## config.mk

```make
export PLATFORM = sky130hd
export DESIGN_NAME = chth_mod_unit
export DESIGN_NICKNAME = d
export VERILOG_FILES = /design/src/rtl/chth_pkg.sv /design/src/rtl/chth_mod_unit.sv
export SDC_FILE = /design/constraint.sdc
export NUM_CORES = 1
export LEC_CHECK = 0
export ABC_AREA = 1
export BUFFER_PORTS_ARGS = -buffer_cell sky130_fd_sc_hd__buf_2
export CAP_MARGIN = 20
export CELL_PAD_IN_SITES_DETAIL_PLACEMENT = 1
export CELL_PAD_IN_SITES_GLOBAL_PLACEMENT = 2
export CORE_UTILIZATION = 32
export DETAILED_ROUTE_END_ITERATION = 16
export PLACE_DENSITY = 0.83
export SETUP_SLACK_MARGIN = 0.05
export SKIP_CTS_REPAIR_TIMING = 1
export SKIP_LAST_GASP = 1
export SYNTH_ARGS = -nofsm -noshare
export SYNTH_HDL_FRONTEND = slang
export SYNTH_SLANG_ARGS = --single-unit
```

## constraint.sdc

```tcl
create_clock -name clock -period 7.5 [get_ports clock]
set_input_delay 0.75 -clock clock [delete_from_list [all_inputs] [get_ports clock]]
set_output_delay 0.75 -clock clock [all_outputs]
set_load 0.01 [all_outputs]
```

## src/rtl/chth_pkg.sv

```systemverilog
package chth_pkg;

   // table geometry
   localparam int BUCKETS = 1021;
   localparam int NODES   = 4096;

   // field widths
   localparam int KEY_W  = 63;
   localparam int CNT_W  = 32;
   localparam int BKT_W  = $clog2(BUCKETS);
   localparam int NODE_W = $clog2(NODES);

   // bucket residue unit: key bits consumed per cycle
   localparam int DIG_W     = 8;
   localparam int DIG_N     = (KEY_W + DIG_W - 1) / DIG_W;
   localparam int SH_W      = DIG_N * DIG_W;
   localparam int DIG_CNT_W = (DIG_N > 1) ? $clog2(DIG_N) : 1;

   // operation codes
   localparam logic FUNC_ADD    = 1'b0;
   localparam logic FUNC_LOOKUP = 1'b1;

endpackage

```

## src/rtl/chth_mod_unit.sv

```systemverilog
// key modulo bucket count, one digit of the key per cycle
module chth_mod_unit (
   input  logic                             clock,
   input  logic                             reset,
   input  logic                             go,
   input  logic [chth_pkg::KEY_W-1:0]       key_in,
   output logic                             done,
   output logic [chth_pkg::BKT_W-1:0]       residue
);

   logic                               run_ff;
   logic                               done_ff;
   logic [chth_pkg::DIG_CNT_W-1:0]     cnt_ff;
   logic [chth_pkg::SH_W-1:0]          sh_ff;
   logic [chth_pkg::BKT_W-1:0]         res_ff;
   logic [chth_pkg::BKT_W-1:0]         res_in;
   logic                               last;

   // shift one digit into the remainder, bit by bit with compare and subtract
   function automatic logic [chth_pkg::BKT_W-1:0] fold(
      input logic [chth_pkg::BKT_W-1:0] r,
      input logic [chth_pkg::DIG_W-1:0] d
   );
      logic [chth_pkg::BKT_W:0]   t;
      logic [chth_pkg::BKT_W-1:0] acc;
      acc = r;
      for (int i = chth_pkg::DIG_W - 1; i >= 0; i--) begin
         t = {acc, d[i]};
         if (t >= (chth_pkg::BKT_W + 1)'(chth_pkg::BUCKETS)) begin
            t = t - (chth_pkg::BKT_W + 1)'(chth_pkg::BUCKETS);
         end
         acc = t[chth_pkg::BKT_W-1:0];
      end
      return acc;
   endfunction

   assign res_in = fold(res_ff, sh_ff[chth_pkg::SH_W-1 -: chth_pkg::DIG_W]);
   assign last   = (cnt_ff == chth_pkg::DIG_CNT_W'(chth_pkg::DIG_N - 1));

   // control
   always_ff @(posedge clock) begin
      if (reset) begin
         run_ff  <= 1'b0;
         done_ff <= 1'b0;
         cnt_ff  <= '0;
      end else begin
         done_ff <= run_ff && last;
         if (go) begin
            run_ff <= 1'b1;
            cnt_ff <= '0;
         end else if (run_ff) begin
            cnt_ff <= cnt_ff + chth_pkg::DIG_CNT_W'(1);
            if (last) begin
               run_ff <= 1'b0;
            end
         end
      end
   end

   // datapath, most significant digit first
   always_ff @(posedge clock) begin
      if (go) begin
         sh_ff  <= chth_pkg::SH_W'(key_in);
         res_ff <= '0;
      end else if (run_ff) begin
         sh_ff  <= sh_ff << chth_pkg::DIG_W;
         res_ff <= res_in;
      end
   end

   assign done    = done_ff;
   assign residue = res_ff;

   // residue stays below the bucket count
   a_res_range: assert property (@(posedge clock) disable iff (reset)
      done |-> (residue < chth_pkg::BKT_W'(chth_pkg::BUCKETS)))
      else $error("bucket residue out of range");

   // done follows the last digit step
   a_done_cause: assert property (@(posedge clock) disable iff (reset)
      done |-> $past(run_ff))
      else $error("residue done without a running division");

   // one done per run
   a_done_pulse: assert property (@(posedge clock) disable iff (reset)
      done |=> !done)
      else $error("residue done held for two cycles");

endmodule

```

# [Word-level counts from Yosys, hierarchy flattened]
# Index checks and enable logic that the tools add are counted.
[op_classes] reduce_logical=3 eq_ne=1 mux=13 bitwise=0 n_lt_le_gt_ge=8 shift=0 multipliers=0 add_sub_neg=9 n_div=0
[ops] op="two-way mux 63 bit" n=2
[ops] op="greater-or-equal comparator 11 x 10 -> 1 bit, second input constant" n=8
[ops] op="two-way mux 10 bit" n=8
[ops] op="subtractor 10 bit, second input constant" n=8
[ops] op="adder 3 x 1 -> 3 bit, second input constant" n=1
[ops] op="equality test 3 bit, second input constant" n=1
[ops] op="two-way mux 1 bit" n=3
[ops] op="nonzero test 2 bit" n=1
[ops] op="OR reduction 2 bit" n=1
[ops] op="logical AND 1 bit" n=1
[word_totals] register_bits=79 rom_bits=0 n_memories=0 output_inout_bits=11 latchBits=0 ramBits=0 inputBits=66

# [Depth between registers and ports, before layout]
# Gate-level depths: netlist of run 1.
[logic_depth] depth_word=16 mapped_depth=65 depth_no_buf=64

# [Least setup slack after synthesis of run 1]
# Ideal clock, no wire load.
[synth_path] path_type="register to register" startpoint="reg res_ff (netlist bit residue[0])" endpoint="reg res_ff (netlist bit residue[2])" stages_incl_launch_ff=56 required_time_ps=7315 arrival_ps=5759 n_path_buf=4 period_less_slack_ps=5944 slack_ps=1556 cell_sequence="dfxtp_1 inv_1 ha_1 inv_1 nor2_1 nand3_2 buf_2 nand4_1 nand2_1 nand2_1 nor2_2 nand3_4 nand3_1 nand2_1 inv_1 ha_1 inv_1 nor2_1 [20 not listed] nand2_2 buf_6 nand3_1 nand2_2 nand2_2 nor2_4 nand3_4 nand2_2 buf_6 nand2_2 nand2_4 nand3_2 nor2_2 nand3_2 nand2_4 nand2_1 nand3_1 o21ai_1"
[synth_between] elab_chain_cells=16 elab_cells_between_ends=24 classes_between="add/sub: 8; order compare: 8; mux: 8"
[synth_rtl] item="from (decl)" line_no="chth_mod_unit.sv:15" text="logic [chth_pkg::BKT_W-1:0] res_ff;"
[synth_rtl] item="from (signal assigned)" line_no="chth_mod_unit.sv:67" text="res_ff <= res_in;"
[synth_rtl] item="subtractor 10 bit / greater-or-equal comparator 11 x 10 -> 1 bit (equally long branches)" line_no="chth_mod_unit.sv:30, chth_mod_unit.sv:29"
[synth_rtl] item="two-way mux 10 bit (*)" line_no="chth_mod_unit.sv:29" text="if (t >= (chth_pkg::BKT_W + 1)'(chth_pkg::BUCKETS)) begin"
[synth_rtl] item="subtractor 10 bit / greater-or-equal comparator 11 x 10 -> 1 bit (equally long branches)" line_no="chth_mod_unit.sv:30, chth_mod_unit.sv:29"
[synth_rtl] item="two-way mux 10 bit (*)" line_no="chth_mod_unit.sv:29"
[synth_rtl] item="subtractor 10 bit / greater-or-equal comparator 11 x 10 -> 1 bit (equally long branches)" line_no="chth_mod_unit.sv:30, chth_mod_unit.sv:29"
[synth_rtl] item="two-way mux 10 bit (*)" line_no="chth_mod_unit.sv:29"
[synth_rtl] item="subtractor 10 bit / greater-or-equal comparator 11 x 10 -> 1 bit (equally long branches)" line_no="chth_mod_unit.sv:30, chth_mod_unit.sv:29"
[synth_rtl] item="two-way mux 10 bit (*)" line_no="chth_mod_unit.sv:29"
[synth_rtl] item="subtractor 10 bit / greater-or-equal comparator 11 x 10 -> 1 bit (equally long branches)" line_no="chth_mod_unit.sv:30, chth_mod_unit.sv:29"
[synth_rtl] item="two-way mux 10 bit (*)" line_no="chth_mod_unit.sv:29"
[synth_rtl] item="subtractor 10 bit / greater-or-equal comparator 11 x 10 -> 1 bit (equally long branches)" line_no="chth_mod_unit.sv:30, chth_mod_unit.sv:29"
[synth_rtl] item="two-way mux 10 bit (*)" line_no="chth_mod_unit.sv:29"
[synth_rtl] item="greater-or-equal comparator 11 x 10 -> 1 bit / subtractor 10 bit (equally long branches)" line_no="chth_mod_unit.sv:29, chth_mod_unit.sv:30"
[synth_rtl] item="two-way mux 10 bit (*)" line_no="chth_mod_unit.sv:29"
[synth_rtl] item="subtractor 10 bit / greater-or-equal comparator 11 x 10 -> 1 bit (equally long branches)" line_no="chth_mod_unit.sv:30, chth_mod_unit.sv:29"
[synth_rtl] item="two-way mux 10 bit (*)" line_no="chth_mod_unit.sv:29"
# Mark *: on every way between the ends. The rest lies on a longest branch, timed or not.
# A chain may end at the register's enable or synchronous reset.

# [Worst setup path after layout of run 1]
[layout_path] startpoint="reg res_ff (netlist bit residue[6])" endpoint="reg res_ff (netlist bit residue[3])"
[layout_between] elab_chain_cells=16 elab_cells_between_ends=24 classes_between="add/sub: 8; order compare: 8; mux: 8"
[layout_rtl] item="subtractor 10 bit / greater-or-equal comparator 11 x 10 -> 1 bit (equally long branches)" line_no="chth_mod_unit.sv:30, chth_mod_unit.sv:29"
[layout_rtl] item="two-way mux 10 bit (*)" line_no="chth_mod_unit.sv:29"
[layout_rtl] item="subtractor 10 bit / greater-or-equal comparator 11 x 10 -> 1 bit (equally long branches)" line_no="chth_mod_unit.sv:30, chth_mod_unit.sv:29"
[layout_rtl] item="two-way mux 10 bit (*)" line_no="chth_mod_unit.sv:29"
[layout_rtl] item="subtractor 10 bit / greater-or-equal comparator 11 x 10 -> 1 bit (equally long branches)" line_no="chth_mod_unit.sv:30, chth_mod_unit.sv:29"
[layout_rtl] item="two-way mux 10 bit (*)" line_no="chth_mod_unit.sv:29"
[layout_rtl] item="greater-or-equal comparator 11 x 10 -> 1 bit / subtractor 10 bit (equally long branches)" line_no="chth_mod_unit.sv:29, chth_mod_unit.sv:30"
[layout_rtl] item="two-way mux 10 bit (*)" line_no="chth_mod_unit.sv:29"
[layout_rtl] item="subtractor 10 bit / greater-or-equal comparator 11 x 10 -> 1 bit (equally long branches)" line_no="chth_mod_unit.sv:30, chth_mod_unit.sv:29"
[layout_rtl] item="two-way mux 10 bit (*)" line_no="chth_mod_unit.sv:29"
[layout_rtl] item="subtractor 10 bit / greater-or-equal comparator 11 x 10 -> 1 bit (equally long branches)" line_no="chth_mod_unit.sv:30, chth_mod_unit.sv:29"
[layout_rtl] item="two-way mux 10 bit (*)" line_no="chth_mod_unit.sv:29"
[layout_rtl] item="greater-or-equal comparator 11 x 10 -> 1 bit / subtractor 10 bit (equally long branches)" line_no="chth_mod_unit.sv:29, chth_mod_unit.sv:30"
[layout_rtl] item="two-way mux 10 bit (*)" line_no="chth_mod_unit.sv:29"
[layout_rtl] item="subtractor 10 bit / greater-or-equal comparator 11 x 10 -> 1 bit (equally long branches)" line_no="chth_mod_unit.sv:30, chth_mod_unit.sv:29"
[layout_rtl] item="two-way mux 10 bit (*)" line_no="chth_mod_unit.sv:29"
# Marked as above.

==> results of run 1 <==
## sequential cells by signal, indices dropped and copies added (netlist names)
register	flops
residue	10
run_ff	1
sh_ff	64
done	1
cnt_ff	3
## final cells by class
type	instances	area, um^2
Fill cell	2592	11900
Multi-Input combinational cell	781	3830
Sequential cell	79	2220
Timing Repair Buffer	112	654
Inverter	115	437
Tap cell	265	332
Clock buffer	10	229
Clock inverter	6	61.3
## final timing paths
kind / startpoint / slack, ps / endpoint / cells past startpoint
hold reg to reg: cnt_ff[1]$_SDFFE_PP0P_ / 470 / cnt_ff[1]$_SDFFE_PP0P_ / 2
hold / removal: cnt_ff[1]$_SDFFE_PP0P_ / 470 / cnt_ff[1]$_SDFFE_PP0P_ / 2
setup / recovery: residue[6]$_SDFFE_PP0P_ / 590 / residue[3]$_SDFFE_PP0P_ / 57
setup reg to reg: residue[6]$_SDFFE_PP0P_ / 590 / residue[3]$_SDFFE_PP0P_ / 57
## cells by family after synthesis
family,synth area share
adders and majority gates,0.0116
DFF,0.342
and+or+nand+nor,0.512
xor gates and xnor gates,0.0217
buffers and inverters,0.0890
AOI/OAI and AO/OA,0.0238
## layer usage
layer	GRT usage	vias up	wire (um)
li1	-	3364	-
met2	0.335	87	9190
met4	0.0332	0	129
met1	0.245	2975	8980
met3	0.0315	10	706
met5	0	-	0
## cell usage after synthesis, types with 2 or more instances
cell	number	share of area
inv_2	22	0.013
nand2_1	470	0.27
a21oi_1	5	0.0039
o21bai_1	2	0.0023
nor2_4	4	0.0070
nand3b_1	5	0.0058
nand3_1	87	0.067
buf_2	4	0.0031
o21ai_1	8	0.0062
nor2_2	14	0.014
nand3_2	12	0.019
nand3_4	6	0.016
clkbuf_1	11	0.0064
dfxtp_1	16	0.050
nand2_4	7	0.012
nand2_2	31	0.030
xor2_1	14	0.019
ha_1	6	0.012
o21ai_0	10	0.0077
edfxtp_1	63	0.29
nand4_1	32	0.031
nor2_1	57	0.033
buf_6	5	0.0087
xnor2_1	2	0.0027
buf_1	5	0.0029
inv_1	92	0.053
## worst max-delay path: cells and delay by family (launching register included)
kind | cells | cell delay (ps)
simple gates | 50 | 5440
buf+inv | 7 | 940
flops | 1 | 450
## through the flow
step / instances / cell area [um^2] / util / TNS, ps / setup slack (ps)
finish: 1368 / 7760 / 0.395 / 0 / 594
global route: 1368 / 7760 / 0.395 / -18.0 / -11.6
CTS: 1350 / 7480 / 0.381 / 0 / 244
detailed placement: 1334 / 7190 / 0.366 / 0 / 298
global placement: 1334 / 7190 / 0.366 / 0 / 356
floorplan: 998 / 6470 / - / 0 / 1560
==> run metrics, run 1 <==
pin count of the biggest net entering global routing=68; crit path kind=register to register; crit-path max FO=14; Crit path arrival time=7180 ps; Starting Density=0.329; EDFF count, synth=63; average wire per standard cell=~14 um; Synth warnings=0; cell count after synthesis=between 900 and 1,000; commonest non-fill, non-tap cells in the layout=nand2_1, inv_1, nand3_1, buf_2, edfxtp_1; worst relative slew slack=0.473; Max H-tree Level=3; Root Driver=clkbuf_16; Post-DP HPWL=14,900 um; asr flop ratio synth=0; Via density=4.70; startpoint types=register; final worst-path cycle share=0.921; GRT Util Overall=0.190; die width=roughly 140 um; DR iter-0 viols=286; Num CTS Buffers=9; first-pass GRT wire length=31,500 um; status=completed; Clock Pin Slew Worst Setup and Hold Paths=70 ps; syn avg cell area=6.48 um^2; Final Skew=roughly 7 ps; Crit. End Element=register; crit-path max cell delay=450 ps; final hold vios=0; CTS tree=yes; IO Port Bufs=76; Slowest cell on crit path=dfxtp_1; Main synth FF type=edfxtp_1; vias in the first global route=6,448; wirelength, routed=approximately 19,000 um; synth-to-layout area growth=20.1%; final setup fails=0; initial antenna violation count=1; CP required=7780 ps; commonest non-fill, non-tap cell in the layout=nand2_1; ANT cells=0; flops & latches, synth=79; Synthesized Nets=1,070; post-route DRC violation count=0; maxcap violations=0; die area=20,800 um^2; gr ovfl total=0; std cell rows=51; CTS max path bufs=2; core area=19,700 um^2; Clock Latency Late Sink=330 ps; max frequency=145 MHz; layout cells sized above 1=0.225; fin crit period=6910 ps; IO Count=slightly below 80; DRT Pass-1 Iters=4; actual transition at the worst max-transition pin=791 ps; # nets final=around 1,200; Clock Sinks=79; total number of vias=about 6,400; most frequent cell on the critical path=nand2_1; die height=144 um; distinct cell type count after synthesis=34; mapped cell area=6470 um^2; Routed Antenna Nets=0; sequential share of the synthesized area=0.342; Max Slew Vio Count=0; RD Place Congestion=0.833; Hold WS=around 470 ps; Worst Hold Class=register to register
Power of run 1 is left out: the tool's default activity adds up to more than one toggle a clock period on the data nets, which glitch-free logic cannot reach.
==> run 2: changes to the inputs <==
==> constraint.sdc (replaced) <==
create_clock -name clock -period 6.4 [get_ports clock]
set_input_delay 0.64 -clock clock [delete_from_list [all_inputs] [get_ports clock]]
set_output_delay 0.64 -clock clock [all_outputs]
set_load 0.01 [all_outputs]
==> run 2 against run 1 <==
  * Wire length rose by 16%
  * Global-route usage rose by 0.16 points
  * Setup slack worse by 520 ps
  * Critical endpoint is now residue[6]$_SDFFE_PP0P_
  * Largest cell class unchanged
  * Via count grew 8.7%
  * Register-to-register slack lost 520 ps
  * Fmax increased by 9.2%
  * Highest routed layer unchanged
  * Critical path depth is 4 lower
  * Sequential share of layout area shrank 4.8 points
  * Worst hold slack gained 19 ps
  * Utilization increased by 8.2 points
==> run metrics, run 2 (synthesized netlist as in run 1, its figures left out) <==
Slowest cell on crit path=dfxtp_4 (was dfxtp_1); post-route DRC violation count=0 (unchanged); Routed Antenna Nets=0 (unchanged); crit-path max FO=8 (was 14); final core utilization=0.477 (was 0.395); total number of vias=6,997 (was 6,436); Clock Pin Slew Worst Setup and Hold Paths=60 ps (was 70 ps); DR iter-0 viols=220 (was 286); Clock Sinks=79 (unchanged); maxcap violations=0 (unchanged); crit path kind=register to register (unchanged); Crit. End Element=register (unchanged); actual transition at the worst max-transition pin=835 ps (was 791 ps); RD Place Congestion=0.846 (was 0.833); die height=144 um (unchanged); gr ovfl total=0 (unchanged); unrepaired setup endpoints after global routing=yes; final setup fails=0 (unchanged); final worst-path cycle share=0.988 (was 0.921); pin count of the biggest net entering global routing=63 (was 68); std cell rows=51 (unchanged); Root Driver=clkbuf_16 (unchanged); startpoint types=register (unchanged); final hold vios=0 (unchanged); wirelength, routed=22,100 um (was 19,000 um); commonest non-fill, non-tap cell in the layout=nand2_1 (unchanged); layout cells sized above 1=0.402 (was 0.225); IO Count=77 (unchanged); crit-path max cell delay=360 ps (was 450 ps); Biggest register=sh_ff (unchanged); # nets final=1,253 (was 1,170); Num CTS Buffers=9 (unchanged); worst relative slew slack=0.444 (was 0.473); fin crit period=6320 ps (was 6910 ps); Clock Latency Late Sink=340 ps (was 330 ps); Max H-tree Level=3 (unchanged); core area=19,700 um^2 (unchanged); vias in the first global route=6,649 (was 6,448); CTS max path bufs=2 (unchanged); Max Slew Vio Count=0 (unchanged); GRT met1 Usage=0.242 (was 0.245); Starting Density=0.329 (unchanged); CP required=6670 ps (was 7780 ps); first-pass GRT wire length=31,700 um (was 31,500 um); grt met3 use=0.0348 (was 0.0315); commonest non-fill, non-tap cells in the layout=nand2_1, buf_4, inv_1, buf_2, nand2_2 (was nand2_1, inv_1, nand3_1, buf_2, edfxtp_1); synth-to-layout area growth=45.0% (was 20.1%); average wire per standard cell=15.2 um (was 13.9 um); CTS tree=yes (unchanged); number of flip-flops under the largest register name=64 (unchanged); Fillers=2,526 (was 2,592); Post-DP HPWL=15,000 um (was 14,900 um); Worst Hold Class=register to register (unchanged); Crit path arrival time=6600 ps (was 7180 ps); die width=144 um (unchanged); max frequency=158 MHz (was 145 MHz); GR Util met2=0.339 (was 0.335); GRT Util Overall=0.192 (was 0.190); busiest grt layer=met2 (unchanged); die area=20,800 um^2 (unchanged); initial antenna violation count=2 (was 1); DRT Pass-1 Iters=4 (unchanged); status=completed (unchanged); Final Skew=6.77 ps (was 6.97 ps); IO Port Bufs=76 (unchanged); Hold WS=485 ps (was 466 ps); Via density=4.82 (was 4.70)
run 2: cell types whose count changed in the layout (fill, tap and decap cells not counted), sizes merged:
cell / before / now
buf: 112 / 190
nand2: 509 / 511
diode: 0 / 1
nand3: 107 / 109
clkinv: 7 / 4
inv: 112 / 117
bufinv: 1 / 0
run 2: cell type report:
cell class,instances,area [um^2],share of cell area
inverters,115,454,0.0485
diodes,1,2.50,0.000267
repair buffers,191,1350,0.144
flip-flops and latches,79,2230,0.237
clock buffers,9,225,0.0240
clock inverters,7,55.1,0.00587
well taps,265,332,0.0354
multi-input cells,785,4730,0.505
run 2: routing by layer:
metal | part of all wire | vias up | wire (um)
met2 | 0.52 | 118 | 11400
li1 | - | 3533 | -
met3 | 0.035 | 35 | 778
met5 | 0 | - | 0
met1 | 0.43 | 3311 | 9430
met4 | 0.022 | 0 | 492
run 2: metrics by stage:
stage	cell area, um^2	cells	setup TNS, ps	setup WS [ps]
after global placement	7490	1372	-1780	-214
after global routing	9370	1451	-3020	-346
final	9370	1452	0	76.1
after floorplan	6470	998	0	456
after CTS	7770	1388	-3290	-361
after detailed placement	7490	1372	-2980	-321
run 2: path summary, 6_finish.rpt:
path	end	startpoint	cells after the start	slack, ps
setup / recovery	residue[6]$_SDFFE_PP0P_	residue[0]$_SDFFE_PP0P_	53	80
hold / removal	cnt_ff[2]$_SDFFE_PP0P_	cnt_ff[2]$_SDFFE_PP0P_	2	480
setup reg to reg	residue[6]$_SDFFE_PP0P_	residue[0]$_SDFFE_PP0P_	53	80
hold reg to reg	cnt_ff[2]$_SDFFE_PP0P_	cnt_ff[2]$_SDFFE_PP0P_	2	480
run 2: worst max-delay path: cells and delay by family (launching register included):
family / cells / cell delay, ps
flip-flops: 1 / 360
buffers and inverters: 11 / 1210
AND/OR/NAND/NOR: 41 / 4550
adder cells (fa/ha/maj): 1 / 130
Power of run 2 is left out for the same reason.
==> run 3: changes to the inputs <==
--- a/config.mk
+++ b/config.mk
@@ -5,14 +5,13 @@
 export SDC_FILE = /design/constraint.sdc
 export NUM_CORES = 1
 export LEC_CHECK = 0
-export ABC_AREA = 1
 export BUFFER_PORTS_ARGS = -buffer_cell sky130_fd_sc_hd__buf_2
 export CAP_MARGIN = 20
 export CELL_PAD_IN_SITES_DETAIL_PLACEMENT = 1
 export CELL_PAD_IN_SITES_GLOBAL_PLACEMENT = 2
-export CORE_UTILIZATION = 32
+export CORE_UTILIZATION = 38
 export DETAILED_ROUTE_END_ITERATION = 16
-export PLACE_DENSITY = 0.83
+export PLACE_DENSITY = 0.84
 export SETUP_SLACK_MARGIN = 0.05
 export SKIP_CTS_REPAIR_TIMING = 1
 export SKIP_LAST_GASP = 1
==> run 3 against run 2 <==
  * The flow now finishes with violations (setup timing)
  * Synthesized area increased by 2.5%
  * Clock skew about the same
  * Sequential share of layout area down 0.60 points
  * Highest routed layer unchanged
  * Synthesized cell count is 32% lower
  * Worst hold slack improved by 9.4 ps
  * Via count fell by 2.3%
  * Non-clock buffer count increased by 116
  * Fmax down 17%
==> run metrics, run 3 <==
violations in the final reports=setup timing; Crit path arrival time=7880 ps (was 6600 ps); TNS Setup=-10,630 ps (was 0 ps); EDFF count, synth=63 (unchanged); Clock Latency Late Sink=340 ps (about the same); gr ovfl total=0 (unchanged); final hold vios=0 (unchanged); Clock Pin Slew Worst Setup and Hold Paths=60 ps (about the same); RD Place Congestion=0.873 (was 0.846); synth-to-layout area growth=45.0% (about the same); die width=134 um (was 144 um); crit-path max cell delay=630 ps (was 360 ps); Synth warnings=0 (unchanged); crit path kind=register to register (unchanged); startpoint types=register (unchanged); cell count after synthesis=683 (was 998); maxcap violations=0 (unchanged); mapped cell area=6630 um^2 (was 6470 um^2); Slowest cell on crit path=or4_4 (was dfxtp_4); pwr/cell area=511 nW/um^2; final std cells w/o fill=1,188 (was 1,452); post-route DRC violation count=0 (unchanged); Biggest register=sh_ff (unchanged); Main synth FF type=edfxtp_1 (unchanged); worst relative slew slack=0.435 (was 0.444); actual transition at the worst max-transition pin=846 ps (was 835 ps); Post-DP HPWL=18,600 um (was 15,000 um); distinct cell type count after synthesis=104 (was 34); Max Slew Vio Count=0 (unchanged); commonest non-fill, non-tap cell in the layout=buf_4 (was nand2_1); core area=16,800 um^2 (was 19,700 um^2); final setup margin=-1260 ps (was 76.1 ps); Worst Hold Class=register to register (unchanged); vias in the first global route=7,238 (was 6,649); syn avg cell area=9.70 um^2 (was 6.48 um^2); Synth area leader=edfxtp_1 (unchanged); pin count of the biggest net entering global routing=64 (was 63); Hold WS=494 ps (was 485 ps); DR iter-0 viols=416 (was 220); std cell rows=47 (was 51); sequential share of the synthesized area=0.334 (was 0.342); worst slack at placement=-1190 ps (was -321 ps); Clock Sinks=79 (unchanged); Root Driver=clkbuf_16 (unchanged); placed cells=1,160 (was 1,372); Starting Density=0.394 (was 0.329); DRT Pass-1 Iters=4 (unchanged); IO Count=77 (unchanged); CTS max path bufs=2 (unchanged); max frequency=130 MHz (was 158 MHz); final core utilization=0.571 (was 0.477); crit-path max FO=8 (unchanged); unrepaired setup endpoints after global routing=yes (unchanged); Routed Antenna Nets=0 (unchanged); count leader, synth=edfxtp_1 (was nand2_1); CTS tree=yes (unchanged); IO Port Bufs=76 (unchanged); # nets final=1,035 (was 1,253); design area=9600 um^2 (was 9370 um^2); leak pwr=roughly 3.9 nW; number of flip-flops under the largest register name=64 (unchanged); post-synth top area share=0.286 (was 0.293); GRT Util Overall=0.271 (was 0.192); Synthesized Nets=755 (was 1,070); top post-synthesis cells by area=edfxtp_1, mux2_2, dfxtp_1, xnor2_1, nand2_1 (was edfxtp_1, nand2_1, nand3_1, inv_1, dfxtp_1); first-pass GRT wire length=38,000 um (was 31,700 um); ANT cells=0 (was 1); Max VDD drop=0.249 mV; final setup fails=10 (was 0); asr flop ratio synth=0 (unchanged); initial antenna violation count=0 (was 2); flops & latches, synth=79 (unchanged); layout cells sized above 1=0.514 (was 0.402); Via density=5.75 (was 4.82); CP required=6620 ps (was 6670 ps); reg2reg setup slack=-1260 ps (was 80 ps); status=finished, violations left (was completed); Final Skew=6.51 ps (was 6.77 ps); commonest non-fill, non-tap cells in the layout=buf_4, buf_2, edfxtp_1, mux2_2, nand2_1 (was nand2_1, buf_4, inv_1, buf_2, nand2_2); DP Area=8960 um^2 (was 7490 um^2); average wire per standard cell=21.1 um (was 15.2 um); total number of vias=6,835 (was 6,997); Design Power=a little under 5 mW; die area=18,000 um^2 (was 20,800 um^2); die height=134 um (was 144 um); Max H-tree Level=3 (unchanged); Synth top cells by count=edfxtp_1, mux2_2, nand2_1 (was nand2_1, inv_1, nand3_1); fin crit period=7660 ps (was 6320 ps); wirelength, routed=25,100 um (was 22,100 um); Num CTS Buffers=9 (unchanged); Crit. End Element=register (unchanged); final worst-path cycle share=1.20 (was 0.988)
## run 3: cell count changes after synthesis, moves of 18 or more
cell     change
nor3_1      +23
nand2_1    -421
nand3_1     -70
inv_1       -79
o21ai_0     +21
xnor2_1     +22
mux2i_1     +18
mux2_2      +61
nand2_2     -29
a21oi_1     +18
inv_2       -21
nand4_1     -26
and2_1      +20
## run 3: report_power, final
part | internal (mW) | switching, mW | leakage, nW | total [mW]
Combinational | 1.78 | 1.90 | 2.95 | 3.67
Sequential | 0.632 | 0.0687 | 0.773 | 0.701
Clock | 0.315 | 0.218 | 0.155 | 0.533
## run 3: final timing paths
path                           startpoint                      end  cells past startpoint
setup reg to reg  residue[0]$_SDFFE_PP0P_  residue[3]$_SDFFE_PP0P_                     27
hold / removal        sh_ff[55]$_DFFE_PP_   sh_ff[63]$_SDFFE_PP0P_                      2
hold reg to reg       sh_ff[55]$_DFFE_PP_   sh_ff[63]$_SDFFE_PP0P_                      2
setup / recovery  residue[0]$_SDFFE_PP0P_  residue[3]$_SDFFE_PP0P_                     27
## run 3: routing by layer
layer	part of all wire	up-vias	track usage	wire length [um]
li1	-	3217	-	-
met1	0.40	3441	0.310	10100
met2	0.54	131	0.514	13600
met3	0.025	46	0.0317	634
met4	0.026	0	0.0955	657
met5	0	-	0	0
## run 3: logic make-up after synthesis
kind of cell | Yosys count | synth area share
DFF | 79 | 0.334
buffers and inverters | 54 | 0.0372
muxes | 81 | 0.135
and+or+nand+nor | 225 | 0.183
adders and majority gates | 8 | 0.0144
xor gates and xnor gates | 36 | 0.0487
AOI/OAI and AO/OA | 200 | 0.248
## run 3: layout make-up
class	count	area (um^2)
Multi-Input combinational cell	551	4610
Sequential cell	79	2220
Fill cell	1936	7210
Clock buffer	12	279
Timing Repair Buffer	307	2110
Clock inverter	4	33.8
Inverter	15	63.8
Tap cell	220	275
## run 3: worst max-delay path: cells and delay by family (launching register included)
family                   cells  cell delay, ps
AO/OA/AOI/OAI               15            3760
XOR/XNOR                     1             260
adder cells (fa/ha/maj)      1             150
buffers and inverters        2             230
flip-flops                   1             400
multiplexers                 2             600
AND/OR/NAND/NOR              6            2110
Note: power is estimated with default switching activity, not from simulation.
